**src/hdl/lkt_pkg.sv**
```systemverilog
// Shared types, constants and helper functions for the landmark tracker.
// Depends on nothing; every other file imports it.
`default_nettype none
package lkt_pkg;

    localparam int WORD_W     = 32;
    localparam int NOISE_W    = 31;
    localparam int IDX_W      = 7;
    localparam int MEAS_W     = 14;
    localparam int PRED_W     = 15;
    localparam int CFG_IDX_W  = 2;
    localparam int POS_FRAC   = 16;
    localparam int MUL_W      = 34;
    localparam int PROD_W     = 2 * MUL_W;
    localparam int DIV_NUM_W  = 64;

    localparam logic [CFG_IDX_W-1:0] CFG_PROCESS_NOISE = 2'd0;
    localparam logic [CFG_IDX_W-1:0] CFG_MEASURE_NOISE = 2'd1;

    localparam logic [NOISE_W-1:0] PROCESS_NOISE_RST = 31'd168;
    localparam logic [NOISE_W-1:0] MEASURE_NOISE_RST = 31'd1677722;

    localparam logic signed [WORD_W-1:0] S32_MAX = 32'sh7FFF_FFFF;
    localparam logic signed [WORD_W-1:0] S32_MIN = 32'sh8000_0000;

    // One track entry: both axes share one covariance.
    typedef struct packed {
        logic signed [WORD_W-1:0] pos_x;
        logic signed [WORD_W-1:0] pos_y;
        logic signed [WORD_W-1:0] vel_x;
        logic signed [WORD_W-1:0] vel_y;
        logic signed [WORD_W-1:0] cov_pos;
        logic signed [WORD_W-1:0] cov_cross;
        logic signed [WORD_W-1:0] cov_vel;
    } t_track;

    typedef enum logic [3:0] {
        ST_IDLE,
        ST_READ,
        ST_PRED,
        ST_MUL,
        ST_DIV,
        ST_WAIT,
        ST_ACC,
        ST_WRITE
    } t_state;

    // Steps of the correction sequence.
    typedef enum logic [3:0] {
        OP_GAIN_POS,
        OP_GAIN_VEL,
        OP_COV_POS,
        OP_COV_CROSS,
        OP_COV_VEL,
        OP_POS_X,
        OP_VEL_X,
        OP_POS_Y,
        OP_VEL_Y
    } t_op;

    // Saturate a wide signed value to 32 bits.
    function automatic logic signed [WORD_W-1:0] sat32(input logic signed [PROD_W:0] v);
        logic signed [WORD_W-1:0] res;
        if (v > (PROD_W+1)'(S32_MAX)) begin
            res = S32_MAX;
        end else if (v < (PROD_W+1)'(S32_MIN)) begin
            res = S32_MIN;
        end else begin
            res = v[WORD_W-1:0];
        end
        return res;
    endfunction

    // Apply a sign to an unsigned quotient magnitude and saturate.
    function automatic logic signed [WORD_W-1:0] quot_sat(input logic [WORD_W-1:0] q,
                                                          input logic ovf,
                                                          input logic neg);
        logic signed [WORD_W-1:0] res;
        if (!neg) begin
            res = (ovf || q[WORD_W-1]) ? S32_MAX : $signed(q);
        end else if (ovf || (q[WORD_W-1] && (q[WORD_W-2:0] != '0))) begin
            res = S32_MIN;
        end else begin
            res = $signed(-q);
        end
        return res;
    endfunction

endpackage
`default_nettype wire

```
**src/hdl/lkt_divider.sv**
```systemverilog
// Restoring divider, one quotient bit per cycle, 32-bit quotient magnitude.
// Flags overflow when the quotient would not fit in 32 bits.
`default_nettype none
module lkt_divider
    import lkt_pkg::*;
(
    input  wire logic                 i_clk,
    input  wire logic                 i_rst_n,
    input  wire logic                 i_start,
    input  wire logic [DIV_NUM_W-1:0] i_num,
    input  wire logic [WORD_W-1:0]    i_den,
    output logic                      o_busy,
    output logic [WORD_W-1:0]         o_quot,
    output logic                      o_ovf
);
    logic [WORD_W-1:0] r_rem;
    logic [WORD_W-1:0] r_lo;
    logic [WORD_W-1:0] r_den;
    logic              r_ovf;
    logic [5:0]        r_cnt;
    logic              r_busy;
    logic [WORD_W:0]   trial;
    logic              fits;

    // One shift-and-subtract step.
    assign trial = {r_rem, r_lo[WORD_W-1]};
    assign fits  = trial >= {1'b0, r_den};

    always_ff @(posedge i_clk) begin
        if (i_start) begin
            r_rem <= i_num[DIV_NUM_W-1:WORD_W];
            r_lo  <= i_num[WORD_W-1:0];
            r_den <= i_den;
            r_ovf <= i_num[DIV_NUM_W-1:WORD_W] >= i_den;
        end else if (r_busy) begin
            r_rem <= fits ? WORD_W'(trial - {1'b0, r_den}) : trial[WORD_W-1:0];
            r_lo  <= {r_lo[WORD_W-2:0], fits};
        end
    end

    always_ff @(posedge i_clk) begin
        if (!i_rst_n) begin
            r_busy <= 1'b0;
            r_cnt  <= '0;
        end else if (i_start) begin
            r_busy <= 1'b1;
            r_cnt  <= 6'(WORD_W);
        end else if (r_busy) begin
            r_cnt  <= r_cnt - 6'd1;
            r_busy <= r_cnt != 6'd1;
        end
    end

    assign o_busy = r_busy;
    assign o_quot = r_lo;
    assign o_ovf  = r_ovf;
endmodule
`default_nettype wire

```
**config.mk**
```make
export PLATFORM = sky130hd
export DESIGN_NAME = lkt_divider
export DESIGN_NICKNAME = d
export VERILOG_FILES = /design/src/hdl/lkt_pkg.sv /design/src/hdl/lkt_divider.sv
export SDC_FILE = /design/constraint.sdc
export NUM_CORES = 1
export LEC_CHECK = 0
export CAP_MARGIN = 5
export CORE_MARGIN = 1.5
export CORE_UTILIZATION = 33
export CTS_CLUSTER_DIAMETER = 30
export DETAILED_ROUTE_END_ITERATION = 10
export DONT_BUFFER_PORTS = 1
export GPL_ROUTABILITY_DRIVEN = 0
export HOLD_SLACK_MARGIN = 0.03
export PLACE_DENSITY = 0.58
export REMOVE_ABC_BUFFERS = 1
export SLEW_MARGIN = 25
export SYNTH_ARGS = -nofsm -noshare
export SYNTH_HDL_FRONTEND = slang
export SYNTH_SLANG_ARGS = --single-unit
```
**constraint.sdc**
```tcl
create_clock -name i_clk -period 3.3 [get_ports i_clk]
set_input_delay 0.66 -clock i_clk [delete_from_list [all_inputs] [get_ports i_clk]]
set_output_delay 0.66 -clock i_clk [all_outputs]
set_load 0.03 [all_outputs]
```
=== After elaboration in Yosys (flattened, before gate mapping) ===
Index checks and enable logic that the tools add are counted.

* Register bits: 104
* Bits in latches: 0
* RAM bits: 0
* ROM bits: 0
* Input bits: 99
* Output and inout bits: 34
* Word-level logic and storage cells: 24
* Memories: 0

* Add/sub/neg operators: 2
* Multipliers: 0
* Divide/modulo/power cells: 0
* $lt $le $gt $ge: 2
* Equal/unequal tests: 1
* Shift operators: 0
* Muxes and demuxes: 9
* Bitwise logic cells: 1
* Reductions and logical operators: 2

{| class="wikitable"
|+ Operator list
! cell !! number
|-
| 32-bit 2-to-1 mux || 5
|-
| 33-bit by 32-bit greater-or-equal comparator with 1-bit output || 1
|-
| 32-bit greater-or-equal comparator || 1
|-
| 32-bit subtractor || 1
|-
| 6-bit 2-to-1 mux || 2
|-
| 6-bit by 1-bit inequality test with 1-bit output (second input constant) || 1
|-
| 6-bit by 1-bit subtractor with 6-bit output (second input constant) || 1
|-
| 1-bit 2-to-1 mux || 2
|-
| 2-bit nonzero test || 1
|-
| 2-bit OR reduction || 1
|-
| 1-bit inverter || 1
|}

=== Logic depth before layout (Yosys ltp) ===
* Word-level depth: 4
* Depth in mapped cells: 14
* Depth with buffers taken out: 13

=== Least setup slack after synthesis ===
Ideal clock, no wire load.

* Path type: register to register
* Start: register r_lo[31], in the netlist o_quot[31]
* End: register r_rem[24], data pin
* Setup time: 145 ps
* Data arrival time: 2,920 ps
* Setup slack: 235 ps
* Cell stages (with the launch flop): 14
* Buffers on the path: 0
* Cell sequence: edfxtp_1 inv_1 ha_1 inv_1 fa_1 a21o_1 a221oi_2 o221ai_1 o221ai_2 nor3_1 mux2_1 a2111oi_2 a21oi_1 o21ai_1

* Word-level cells in the longest chain between the ends: 4
* Elaborated cells on any way between the ends: 5

{| class="wikitable"
|+ RTL lines
! what !! line !! text
|-
| from (decl) || lkt_divider.sv:17 || <nowiki>logic [WORD_W-1:0] r_lo;</nowiki>
|-
| from (signal assigned) || lkt_divider.sv:32 || <nowiki>r_lo <= i_num[WORD_W-1:0];</nowiki>
|-
| from (signal assigned) || lkt_divider.sv:37 || <nowiki>r_lo <= {r_lo[WORD_W-2:0], fits};</nowiki>
|-
| 32-bit subtractor / 33-bit by 32-bit greater-or-equal comparator with 1-bit output (equally long branches) || lkt_divider.sv:36, lkt_divider.sv:27 ||
|-
| 32-bit 2-to-1 mux * || lkt_divider.sv:36 || <nowiki>r_rem <= fits ? WORD_W'(trial - {1'b0, r_den}) : trial[WORD_W-1:0];</nowiki>
|-
| 32-bit 2-to-1 mux * || lkt_divider.sv:35 || <nowiki>end else if (r_busy) begin</nowiki>
|-
| 32-bit 2-to-1 mux * || lkt_divider.sv:30 || <nowiki>if (i_start) begin</nowiki>
|-
| to (signal assigned) || lkt_divider.sv:31 || <nowiki>r_rem <= i_num[DIV_NUM_W-1:WORD_W];</nowiki>
|-
| to (signal assigned) || lkt_divider.sv:36 ||
|-
| to (decl) || lkt_divider.sv:16 || <nowiki>logic [WORD_W-1:0] r_rem;</nowiki>
|}

Mark *: on every way between the ends. The rest lies on a longest branch, timed or not. The select of a mux whose other input is x is not followed.
A chain may end at the register's enable or synchronous reset.

=== Worst setup path after layout ===
* Start: register r_rem[25]
* End: register r_rem[25], data pin

* Word-level cells in the longest chain between the ends: 4

{| class="wikitable"
|+ RTL lines
! what !! line !! text
|-
| 33-bit by 32-bit greater-or-equal comparator with 1-bit output || lkt_divider.sv:27 || <nowiki>assign fits = trial >= {1'b0, r_den};</nowiki>
|-
| 32-bit 2-to-1 mux || lkt_divider.sv:36 ||
|-
| 32-bit 2-to-1 mux || lkt_divider.sv:35 ||
|-
| 32-bit 2-to-1 mux || lkt_divider.sv:30 ||
|}

No other way between the ends. The select of a mux whose other input is x is not followed.

==> load_flow_metrics.sql <==
INSERT INTO impl_metrics (metric_group, metric, value, unit) VALUES
('run_status', 'status', 'finished, final reports clean', ''),
('timing', 'timing_max_transition_violations_final', '0', ''),
('cells_and_area', 'area_growth_synth_to_finish', '9.31', '%'),
('critical_path', 'cp-start-kind', 'flip-flop', ''),
('clocking', 'cts_max_level', '3', ''),
('clocking', 'cts_tree', 'done', ''),
('cells_and_area', 'diodes', '0', ''),
('timing', 'hold_viol_final', '0', ''),
('route', 'vias', '4830', ''),
('clocking', 'cts.reportedPaths.clkPinSlew', '0.08', 'ns'),
('yosys', 'ys_ff_latch', '104', ''),
('critical_path', 'cp.required', '3.40', 'ns'),
('critical_path', 'critical_path.reg2reg.startpoint', 'r_rem[25]', ''),
('cells_and_area', 'instances_no_fill', '940', ''),
('yosys', 'ys.warnings.count', '0', ''),
('yosys', 'postSynthAreaPerCell', '10.4', 'µm²'),
('timing', 'final_min_period_over_clock_period', '0.937', ''),
('global_route', 'via_count_of_the_first_global_routing_pass', '4804', ''),
('global_route', 'grt_first_pass_wirelength', '25500', 'µm'),
('yosys', 'synth_top_cell_area_share', '0.418', ''),
('critical_path', 'cp_slowest_cell', 'sky130_fd_sc_hd__edfxtp_1', ''),
('timing', 'final-setup-viol-count', '0', ''),
('clocking', 'cts_max_path_buffers', '2', ''),
('placement', 'dpl.cell_count', '923', ''),
('timing', 'max_freq', '323', 'MHz'),
('cells_and_area', 'drive_gt1_frac', '0.131', ''),
('timing', 'final.hold.worst_slack', '0.387', 'ns'),
('route', 'drc', '0', ''),
('route', 'detailedRoute.firstIterationViolations', '337', ''),
('clocking', 'cts_hold_buf', '0', ''),
('hold_path', 'whs_path_depth', '0', ''),
('cells_and_area', 'fin_util', '0.371', ''),
('critical_path', 'crit_start', 'r_rem[25]', ''),
('clocking', 'clock_insertion_delay_worst_skew', '0.36', 'ns'),
('route', 'route.final.wire_length', '15500', 'µm'),
('hold_path', 'hp-start', 'i_den[28]', ''),
('route', 'vias_per_cell', '5.14', ''),
('pwr', 'p_per_area', '664', 'nW/µm²'),
('placement', 'detailedPlacementHpwl', '11700', 'µm'),
('placement', 'io_buffers', '0', ''),
('yosys', 'syn-cell-area', '6960', 'µm²'),
('timing', 'worst_max_slew_pin_slew', '0.799', 'ns'),
('critical_path', 'crit_arrival', '3.19', 'ns'),
('yosys', 'edff_count_synth', '97', ''),
('timing', 'timing.max_slew.rel_slack', '0.467', ''),
('yosys', 'synth_cells', '668', ''),
('floorplan', 'start_util', '0.340', ''),
('global_route', 'track_usage', '0.148', ''),
('timing', 'period_needed', '3.09', 'ns'),
('timing', 'rsz_0062_raised_after_global_routing', 'false', ''),
('floorplan', 'core_area', '20500', 'µm²'),
('yosys', 'synthTopCellsByArea', 'sky130_fd_sc_hd__edfxtp_1 42%, sky130_fd_sc_hd__ha_1 12%, sky130_fd_sc_hd__mux2_2 7.0%', ''),
('global_route', 'gr-total-overflow', '0', ''),
('critical_path', 'cpLargestDelayFamily', 'compound AO/OA/AOI/OAI gates', ''),
('critical_path', 'cp_cell_instances', 'ha_1 > nand4_2 > or2_1 > nor4_1 > nand4_1 > o221ai_1 > o21ba_2 > buf_12 > a221oi_1 > a21oi_1', ''),
('run', 'drv_cap', '0', ''),
('global_route', 'grt_antenna_before_repair', '0', ''),
('timing', 'finClkSkew', '0.0114', 'ns'),
('critical_path', 'cp_num_buf_inv', '1', ''),
('yosys', 'synth.distinct_cells', '61', ''),
('yosys', 'postSynth.asyncResetShare', '0', ''),
('pwr', 'p_leak', '3.16', 'nW'),
('critical_path', 'timing_worst_setup_path_type', 'flip-flop to flip-flop', ''),
('route', 'ant_nets', '0', ''),
('clocking', 'numClockSinks', '104', ''),
('yosys', 'synth.cells.most_frequent', '97 x sky130_fd_sc_hd__edfxtp_1, 75 x sky130_fd_sc_hd__inv_1, 66 x sky130_fd_sc_hd__ha_1, 52 x sky130_fd_sc_hd__a21oi_1, 49 x sky130_fd_sc_hd__nand2_1', ''),
('yosys', 'ys.flop_type', 'sky130_fd_sc_hd__edfxtp_1', ''),
('clocking', 'cts.root.buffer_cell', 'sky130_fd_sc_hd__clkbuf_16', ''),
('hold_path', 'timing.hold.worst.class', 'input pin to flip-flop', ''),
('critical_path', 'timing.critical_path.fanout_max', '31', ''),
('cells_and_area', 'final_nets', '831', '');
==> power breakdown <==
part	total [mW]	leakage, nW	switching, mW	internal (mW)
Sequential	1.91	1.02	0.195	1.72
Clock	1.11	0.142	0.514	0.594
Combinational	2.03	1.99	1.12	0.915
==> path summary, 6_finish.rpt <==
kind | endpoint | slack, ns
setup reg to reg | r_rem[25] | 0.21
hold / removal | r_den[28] | 0.39
setup / recovery | r_rem[25] | 0.21
hold reg to reg | r_cnt[0] | 0.50
==> through the flow <==
| step | setup TNS (ns) | setup slack, ns | power (mW) | cell area, µm² |
|---|---|---|---|---|
| floorplan | -7.22 | -0.346 | 3.44 | 6820 |
| global placement | 0 | 0.192 | 3.92 | 7290 |
| detailed placement | 0 | 0.142 | 3.93 | 7290 |
| CTS | 0 | 0.142 | 5.06 | 7580 |
| global route | 0 | 0.00792 | 5.41 | 7610 |
| finish | 0 | 0.209 | 5.05 | 7610 |
==> flip-flops by register name, indices dropped and copies added, names as in the netlist <==
name,cells
o_ovf,1
o_busy,1
r_cnt,6
r_rem,32
o_quot,32
r_den,32
==> timing repair <==
item,4_1_cts,5_1_grt
resized for setup,0,4
buffers inserted,0,1
endpoints found under the setup margin,0,13
==> cell usage in the layout (no fill, tap or decap), types with 6 or more instances in the layout <==
cell,count
sky130_fd_sc_hd__clkbuf_16,9
sky130_fd_sc_hd__a21o_1,31
sky130_fd_sc_hd__nor2_1,32
sky130_fd_sc_hd__o21ai_0,29
sky130_fd_sc_hd__nand2_1,49
sky130_fd_sc_hd__xnor2_1,16
sky130_fd_sc_hd__nor2b_1,6
sky130_fd_sc_hd__ha_1,65
sky130_fd_sc_hd__inv_1,75
sky130_fd_sc_hd__o211ai_1,7
sky130_fd_sc_hd__edfxtp_1,97
sky130_fd_sc_hd__o21ai_1,14
sky130_fd_sc_hd__and3_1,8
sky130_fd_sc_hd__xor2_1,14
sky130_fd_sc_hd__nor3_1,8
sky130_fd_sc_hd__dfxtp_1,7
sky130_fd_sc_hd__mux2_2,43
sky130_fd_sc_hd__o21a_1,10
sky130_fd_sc_hd__buf_4,10
sky130_fd_sc_hd__a211oi_1,7
sky130_fd_sc_hd__a21oi_1,52
sky130_fd_sc_hd__nand4_1,12
==> layer usage <==
metal	wire length, µm	track usage
met2	6850	0.226
met3	1370	0.0583
met5	0	0
met4	178	0.0411
met1	7140	0.196
==> cell families after synthesis <==
family | after synthesis | share of synthesized area
multiplexers | 47 | 0.0755
adder cells (fa/ha/maj) | 67 | 0.121
AND/OR/NAND/NOR | 139 | 0.0996
AO/OA/AOI/OAI | 179 | 0.167
buffers and inverters | 102 | 0.0606
XOR/XNOR | 30 | 0.0377
flip-flops | 104 | 0.439
==> final cells by class <==
class	count	area (µm²)	share of cell area
clock buffer	10	229	0.0301
sequential	104	3050	0.401
clock inverter	6	66.3	0.00871
inverter	75	282	0.0370
tap	270	338	0.0444
timing repair buffer	13	135	0.0178
multi-input combinational	462	3510	0.461
No activity file was read; power rests on OpenSTA's default activity.
